<file path="src/sv/mts_pkg.sv">
// Shared types and codes for the min-tracking stack.
package mts_pkg;

  typedef logic [1:0]         req_t;
  typedef logic [1:0]         status_t;
  typedef logic signed [31:0] word_t;
  typedef logic [10:0]        count_out_t;

  localparam req_t REQ_PUSH = 2'd0;
  localparam req_t REQ_POP  = 2'd1;

  localparam status_t ST_OK        = 2'd0;
  localparam status_t ST_UNDERFLOW = 2'd1;
  localparam status_t ST_OVERFLOW  = 2'd2;

  typedef struct packed {
    word_t min_val;
    word_t value;
  } entry_t;

  typedef struct packed {
    logic    do_push;
    logic    do_pop;
    logic    load_below;
    logic    post;
    status_t status;
  } ctl_cmd_t;

  typedef struct packed {
    logic empty;
    logic full;
    logic out_hold;
  } dp_stat_t;

endpackage

</file>
<file path="src/sv/mts_ctrl.sv">
// Controller: request decode and pop read sequencing.
module mts_ctrl (
  input  logic              clk,
  input  logic              rst_n,
  input  logic              in_valid,
  input  mts_pkg::req_t     in_req_type,
  input  mts_pkg::dp_stat_t stat,
  output logic              in_ready,
  output mts_pkg::ctl_cmd_t cmd
);

  localparam logic S_IDLE = 1'b0;
  localparam logic S_POP  = 1'b1;

  logic state_r, state_nxt;
  logic accept;

  assign in_ready = (state_r == S_IDLE) && !stat.out_hold;
  assign accept   = in_valid && in_ready;

  always_comb begin
    state_nxt      = state_r;
    cmd.do_push    = 1'b0;
    cmd.do_pop     = 1'b0;
    cmd.load_below = 1'b0;
    cmd.post       = 1'b0;
    cmd.status     = mts_pkg::ST_OK;
    case (state_r)
      S_IDLE: begin
        if (accept) begin
          case (in_req_type)
            mts_pkg::REQ_PUSH: begin
              cmd.post = 1'b1;
              if (stat.full) begin
                cmd.status = mts_pkg::ST_OVERFLOW;
              end else begin
                cmd.do_push = 1'b1;
              end
            end
            mts_pkg::REQ_POP: begin
              if (stat.empty) begin
                cmd.post   = 1'b1;
                cmd.status = mts_pkg::ST_UNDERFLOW;
              end else begin
                cmd.do_pop = 1'b1;
                state_nxt  = S_POP;
              end
            end
            default: begin
              cmd.post = 1'b1;
            end
          endcase
        end
      end
      S_POP: begin
        cmd.load_below = 1'b1;
        cmd.post       = 1'b1;
        state_nxt      = S_IDLE;
      end
      default: begin
        state_nxt = S_IDLE;
      end
    endcase
  end

  always_ff @(posedge clk) begin
    if (!rst_n) begin
      state_r <= S_IDLE;
    end else begin
      state_r <= state_nxt;
    end
  end

  a_pop_two_cycles: assert property (@(posedge clk) disable iff (!rst_n)
    cmd.do_pop |=> (state_r == S_POP) && cmd.load_below)
    else $error("pop read not followed by load");

  a_busy_blocks: assert property (@(posedge clk) disable iff (!rst_n)
    (state_r == S_POP) |-> !in_ready)
    else $error("request taken during pop read");

endmodule
</file>
<file path="config.mk">
export PLATFORM = sky130hd
export DESIGN_NAME = mts_ctrl
export DESIGN_NICKNAME = d
export VERILOG_FILES = /design/src/sv/mts_pkg.sv /design/src/sv/mts_ctrl.sv
export SDC_FILE = /design/constraint.sdc
export NUM_CORES = 1
export LEC_CHECK = 0
export BUFFER_PORTS_ARGS = -buffer_cell sky130_fd_sc_hd__clkbuf_2
export CORE_AREA = 2 2 39 41
export DETAILED_ROUTE_END_ITERATION = 7
export DIE_AREA = 0 0 41 43
export HOLD_SLACK_MARGIN = 0.06
export PLACE_DENSITY = 0.31
export SYNTH_ARGS = -nofsm -noshare
export SYNTH_HDL_FRONTEND = slang
export SYNTH_SLANG_ARGS = --single-unit
</file>
<file path="constraint.sdc">
create_clock -name clk -period 1.3 [get_ports clk]
set_input_delay 0.26 -clock clk [delete_from_list [all_inputs] [get_ports clk]]
set_output_delay 0.26 -clock clk [all_outputs]
set_load 0.01 [all_outputs]
</file>
Word-level counts from Yosys, hierarchy flattened

Index checks and enable logic that the tools add are counted.

Input port bits: 8
Logic and storage cells: 23
Output and inout port bits: 7
Register bits after elaboration: 1

Bitwise operators: 1
Eq/ne operators: 1
Multiplexer cells: 16
Reduce and logical (&&, ||, !) cells: 4

Operators with widths:

| cell                                                 | count |
|---|---|
| two-way mux 2 bit                                    | 4 |
| two-way mux 1 bit                                    | 7 |
| two-way mux 3 bit                                    | 2 |
| one-hot mux 1 bit (2 select lines)                   | 2 |
| one-hot mux 2 bit (2 select lines)                   | 1 |
| equality test 2 x 1 -> 1 bit (second input constant) | 1 |
| logical AND 1 bit                                    | 2 |
| zero test 2 bit                                      | 1 |
| zero test 1 bit                                      | 1 |
| inverter 1 bit                                       | 1 |

Depth between registers and ports, before layout

Gate-level depths: netlist of run 1.

Word-level depth: 5
Depth in mapped cells: 2
Gate-level depth less buffers: 2

Worst setup path before layout of run 1

Ideal clock, no wire load.

Path kind: reg-to-output
From: register state_r
To: output cmd[5] (netlist bit)
Slack: -0.111 ns
Required time: 1.040 ns
Stages on the path, launching flop included: 3
Path buffers: 0
Data arrival time: 1.151 ns
Path through: dfxtp_1 -> or4b_4 -> nor3_1

RTL lines:

| what                   | RTL line       | RTL |
|---|---|---|
| start, declared        | mts_ctrl.sv:15 | `logic state_r, state_nxt;` |
| start signal, assigned | mts_ctrl.sv:70 | `state_r <= state_nxt;` |
| end, declared          | mts_ctrl.sv:9  | `output mts_pkg::ctl_cmd_t cmd` |

==> results of run 1 <==
## logic make-up after synthesis
family / Yosys count / share of synthesized area (%)
AND/OR/NAND/NOR: 9 / 67.0
flip-flops: 1 / 16.5
AO/OA/AOI/OAI: 1 / 7.22
buffers and inverters: 2 / 9.28
## where the power goes
| part | switching, mW | internal, mW |
|---|---|---|
| registers | 0.000150 | 0.0317 |
| clock network | 0 | 0 |
| logic | 0.0268 | 0.0430 |
## stage by stage
| stage | utilization (%) | hold slack, ps |
|---|---|---|
| 2_1_floorplan | - | 445 |
| 3_5_place_dp | 18.8 | 545 |
| 5_1_grt | 22.5 | 551 |
| 3_3_place_gp | 18.8 | 554 |
| 4_1_cts | 18.8 | 545 |
| 6_report | 22.5 | 537 |
## placed cells by master, fill, tap and decap left out
cell type / instances
dfxtp_2: 1
and3_1: 1
a31o_2: 1
nor2_1: 1
clkbuf_2: 6
buf_6: 5
nor4b_4: 1
buf_2: 4
nor3b_4: 2
nor3_2: 1
inv_1: 1
or4b_4: 1
and4b_1: 1
buf_4: 5
or3b_1: 1
## layer usage
metal  track usage, %  vias to the layer above  part of all wire, %
li1                 -                       88                    -
met1             6.05                       83                   38
met2             8.44                        8                   54
met3                0                        0                  7.9
met4                0                        0                    0
met5                0                        -                    0
## what timing repair did
action | CTS | global route
pin swaps | 1 | 6
buffers inserted | 0 | 1
resized for setup | 0 | 15
endpoints found under the hold margin | 0 | 0
endpoints found under the setup margin | 5 | 5
## area by class of cell
| type | count | share of cell area, % |
|---|---|---|
| inverters | 1 | 1.20 |
| multi-input cells | 10 | 39.4 |
| flip-flops and latches | 1 | 6.83 |
| well taps | 16 | 6.43 |
| repair buffers | 20 | 46.2 |
## worst max-delay path by stage
stage          slack (ps)  cells past startpoint     end
3_3_place_gp         -220                      4  cmd[4]
5_1_grt              -220                      4  cmd[1]
4_1_cts              -220                      4  cmd[1]
2_1_floorplan         -20                      2  cmd[1]
6_report             -190                      4  cmd[1]
3_5_place_dp         -230                      4  cmd[1]
## worst max-delay path: stages
cell     delay [ps]
buf_6            90
or4b_4          560
nor3b_4         180
buf_2           150
==> results_dict.tcl, run 1 <==
set metrics [dict create \
    ctsHoldBuffers 0 \
    antenna_left 0 \
    hold_path.class "in -> reg" \
    fin_crit_ps 1490 \
    rsz0062_at_grt "true" \
    reg_top3 "state_r x1" \
    drive_above_1_share_pct 84.4 \
    ys_ff_latch 1 \
    ys_seq_area_share_pct 16.5 \
    hold_depth 2 \
    synth_area_leader_cell "nor3b_2" \
    worst_slew_pin_slew_ps 208 \
    failed_checks "negative setup slack" \
    synthCells 13 \
    grt_pass1_wl_um 627 \
    fin_cells 48 \
    overflow 0 \
    skew_ps 0 \
    crit_path_start "stat[0]" \
    fillers 158 \
    worstRegToRegCells 3 \
    grt_max_degree 6 \
    die_w_um 41 \
    synth_nets 21 \
    crit_path_start_kind "input pin" \
    end_kind "primary output" \
    dp_slack_ps -227 \
    finalSetupTns_ps -601 \
    antenna_found_initial 0 \
    maxCapViolCount 0 \
    avgSynthCellArea_sq_um 9.34 \
    setup_viol 5 \
    yosys_warnings 0 \
    netlist.area_leader.share_pct 20.6 \
    via_count 179 \
    drt-wirelength-per-cell_um 9.71 \
    r2r_start "state_r" \
    slew_violations 0 \
    remaining_drc_errors 0 \
    syn_to_final_growth_pct 157 \
    timing.rr.end "state_r" \
    drtPass1Iterations 1 \
    regArea_sq_um 21.3 \
    post-route-period-util_pct 115 \
    first_iter_violations 0 \
    core_area_sq_um 1380 \
    portBuffers 14 \
    gp_congestion 0.563 \
    num_antenna_cells 0 \
    dp.cells 47 \
    cp_max_fo 3 \
    crit_required_ps 1040 \
    grtUsageTotal_pct 4.60 \
    synth_edf_count 0 \
    setup_ws_ps -194 \
    die_h_um 43 \
    peakVddDrop_v 0.0000773 \
    p_per_area_nw_per_um2 326 \
    synth_area_leaders "nor3b_2, dfxtp_1, or4b_4, and4b_1, a31o_2" \
    status "complete, but fails checks" \
    grt_pass1_vias 177 \
    path_clk_slew_ps 0 \
    synth.most_common_cell "nor3b_2" \
    top_register "state_r" \
    critical_path_class "in -> out" \
    post-route-cell-area_sq_um 312 \
    rrSetupSlack_ps 360 \
    fmax_mhz 670 \
    fin_nets 42 \
    placed_cell_area_sq_um 260 \
    initial_core_util_pct 8.77 \
    p_total_uw 102 \
    ys_async_sr_fraction_pct 0 \
    ioPinCount 15 \
    arrival_ps 1230 \
    min_to "state_r" \
    slew_headroom_pct 86.1 \
    yosysUniqueCellTypes 12 \
    routed_wl_um 466 \
    largest_reg_flops 1 \
    syn-cell-area_sq_um 121 \
    finalHoldViolCount 0 \
    die_area_sq_um 1760 \
    drt-vias-per-instance 3.73 \
    clk_latency_ps 0 \
    rows 14 \
    min_from "rst_n" \
    synth_ff_type "dfxtp_1" \
    p_leak_nw 0.163 \
    multi_input_area_sq_um 123 \
]
No activity file was read; power rests on OpenSTA's default activity.
==> inputs of run 2 (changes only) <==
--- a/config.mk
+++ b/config.mk
@@ -5,12 +5,13 @@
 export SDC_FILE = /design/constraint.sdc
 export NUM_CORES = 1
 export LEC_CHECK = 0
+export ABC_AREA = 1
 export BUFFER_PORTS_ARGS = -buffer_cell sky130_fd_sc_hd__clkbuf_2
 export CORE_AREA = 2 2 39 41
 export DETAILED_ROUTE_END_ITERATION = 7
 export DIE_AREA = 0 0 41 43
 export HOLD_SLACK_MARGIN = 0.06
-export PLACE_DENSITY = 0.31
+export PLACE_DENSITY = 0.32
 export SYNTH_ARGS = -nofsm -noshare
 export SYNTH_HDL_FRONTEND = slang
 export SYNTH_SLANG_ARGS = --single-unit
==> results_dict.tcl, run 2 <==
set metrics [dict create \
    use_met1_pct 5.10 \
    gp_congestion 0.610 \
    peakVddDrop_v 0.000113 \
    core_area_sq_um 1380 \
    crit_path_start_kind "input pin" \
    ys_async_sr_fraction_pct 0 \
    worst_slew_pin_slew_ps 157 \
    cp_max_fo 3 \
    yosysUniqueCellTypes 12 \
    setup_ws_ps 200 \
    hold-worst-slack_ps 494 \
    largest_reg_flops 1 \
    drtPass1Iterations 1 \
    routed_wl_um 340 \
    fin_crit_ps 1100 \
    portBuffers 14 \
    path_clk_slew_ps 0 \
    drt-wirelength-per-cell_um 6.42 \
    synth.most_common_cell "inv_1" \
    critical_path_class "in -> out" \
    avgSynthCellArea_sq_um 5.63 \
    end_kind "primary output" \
    overflow 0 \
    fmax_mhz 909 \
    p_per_area_nw_per_um2 341 \
    skew_ps 0 \
    finalSetupTns_ps 0 \
    synth_nets 32 \
    grtUsageMet2_pct 5.31 \
    setup_viol 0 \
    cts_resized 0 \
    maxCapViolCount 0 \
    fin_nets 47 \
    clk_latency_ps 0 \
    placed_cell_area_sq_um 218 \
    synth_common_cells "inv_1, nand2_1" \
    crit_required_ps 1040 \
    grt_pass1_vias 115 \
    synth_ff_type "dfxtp_1" \
    grt_max_degree 4 \
    layout_commonest_cell "clkbuf_2" \
    via_count 164 \
    die_area_sq_um 1760 \
    dp.cells 53 \
    initial_core_util_pct 9.76 \
    p_leak_nw 0.138 \
    hold_path.class "in -> reg" \
    slew_headroom_pct 89.5 \
    ys_seq_area_share_pct 14.8 \
    fillers 171 \
    fin_cells 53 \
    arrival_ps 840 \
    drive_above_1_share_pct 56.8 \
    ctsHoldBuffers 0 \
    first_iter_violations 0 \
    ioPinCount 15 \
    reg_top3 "state_r x1" \
    most-common-layout-cells "clkbuf_2, inv_1, nand2_1" \
    drt-vias-per-instance 3.09 \
    die_w_um 41 \
    yosys_warnings 0 \
    ys_ff_latch 1 \
    syn_to_final_growth_pct 61.1 \
    post-dp-hpwl_um 329 \
    num_antenna_cells 0 \
    met3_usage_pct 0 \
    finalHoldViolCount 0 \
    antenna_left 0 \
    post-cts-setup-buffers 0 \
    synth_area_leaders "inv_1, dfxtp_1, nand2_1, nand2_2, nor2_2" \
    status "complete, no violations" \
    rsz0062_at_grt "false" \
    final_util_pct 15.7 \
    remaining_drc_errors 0 \
    grt_pass1_wl_um 434 \
    rows 14 \
    dp_slack_ps 162 \
    p_total_uw 74.2 \
    syn-cell-area_sq_um 135 \
    antenna_found_initial 0 \
    synth_area_leader_cell "inv_1" \
    post-route-cell-area_sq_um 218 \
    top_register "state_r" \
    top_usage_layer "met2" \
    synthCells 24 \
    slew_violations 0 \
    die_h_um 43 \
    grtUsageTotal_pct 3.30 \
    post-route-period-util_pct 84.6 \
    synth_edf_count 0 \
    netlist.area_leader.share_pct 16.7 \
]
## run 2: layout make-up
| cell class | instances | area [sq um] | share of cell area [%] |
|---|---|---|---|
| multi-input cells | 14 | 77.6 | 35.6 |
| repair buffers | 14 | 70.1 | 32.2 |
| flip-flops and latches | 1 | 20.0 | 9.20 |
| inverters | 8 | 30.0 | 13.8 |
| well taps | 16 | 20.0 | 9.20 |
## run 2: worst max-delay path, stage by stage
cell and delay, ps:
clkbuf_2 80, inv_2 50, nand3_1 120, nor3_1 160
clkbuf_2 160
## run 2: path summary, 6_finish.rpt
check	from	endpoint	slack, ps	cells after the start
max	stat[0]	cmd[5]	200	5
min reg2reg	state_r	state_r	550	3
max reg2reg	state_r	state_r	550	5
min	rst_n	state_r	490	3
## run 2: per-layer routing
metal  vias to the layer above  wire length (um)
li1                         94                 -
met1                        62               154
met2                         8               158
met3                         0                28
met4                         0                 0
met5                         -                 0
## run 2: cells by family after synthesis
| kind of cell | after synthesis | synth area share (%) |
|---|---|---|
| AOI/OAI and AO/OA | 1 | 5.56 |
| DFF | 1 | 14.8 |
| and+or+nand+nor | 13 | 51.8 |
| buffers and inverters | 9 | 27.8 |
## run 2: power breakdown
group / leakage, nW / switching (mW) / internal, mW
Sequential: 0.00807 / 0.000238 / 0.0316
Clock: 0 / 0 / 0
Combinational: 0.130 / 0.0234 / 0.0190
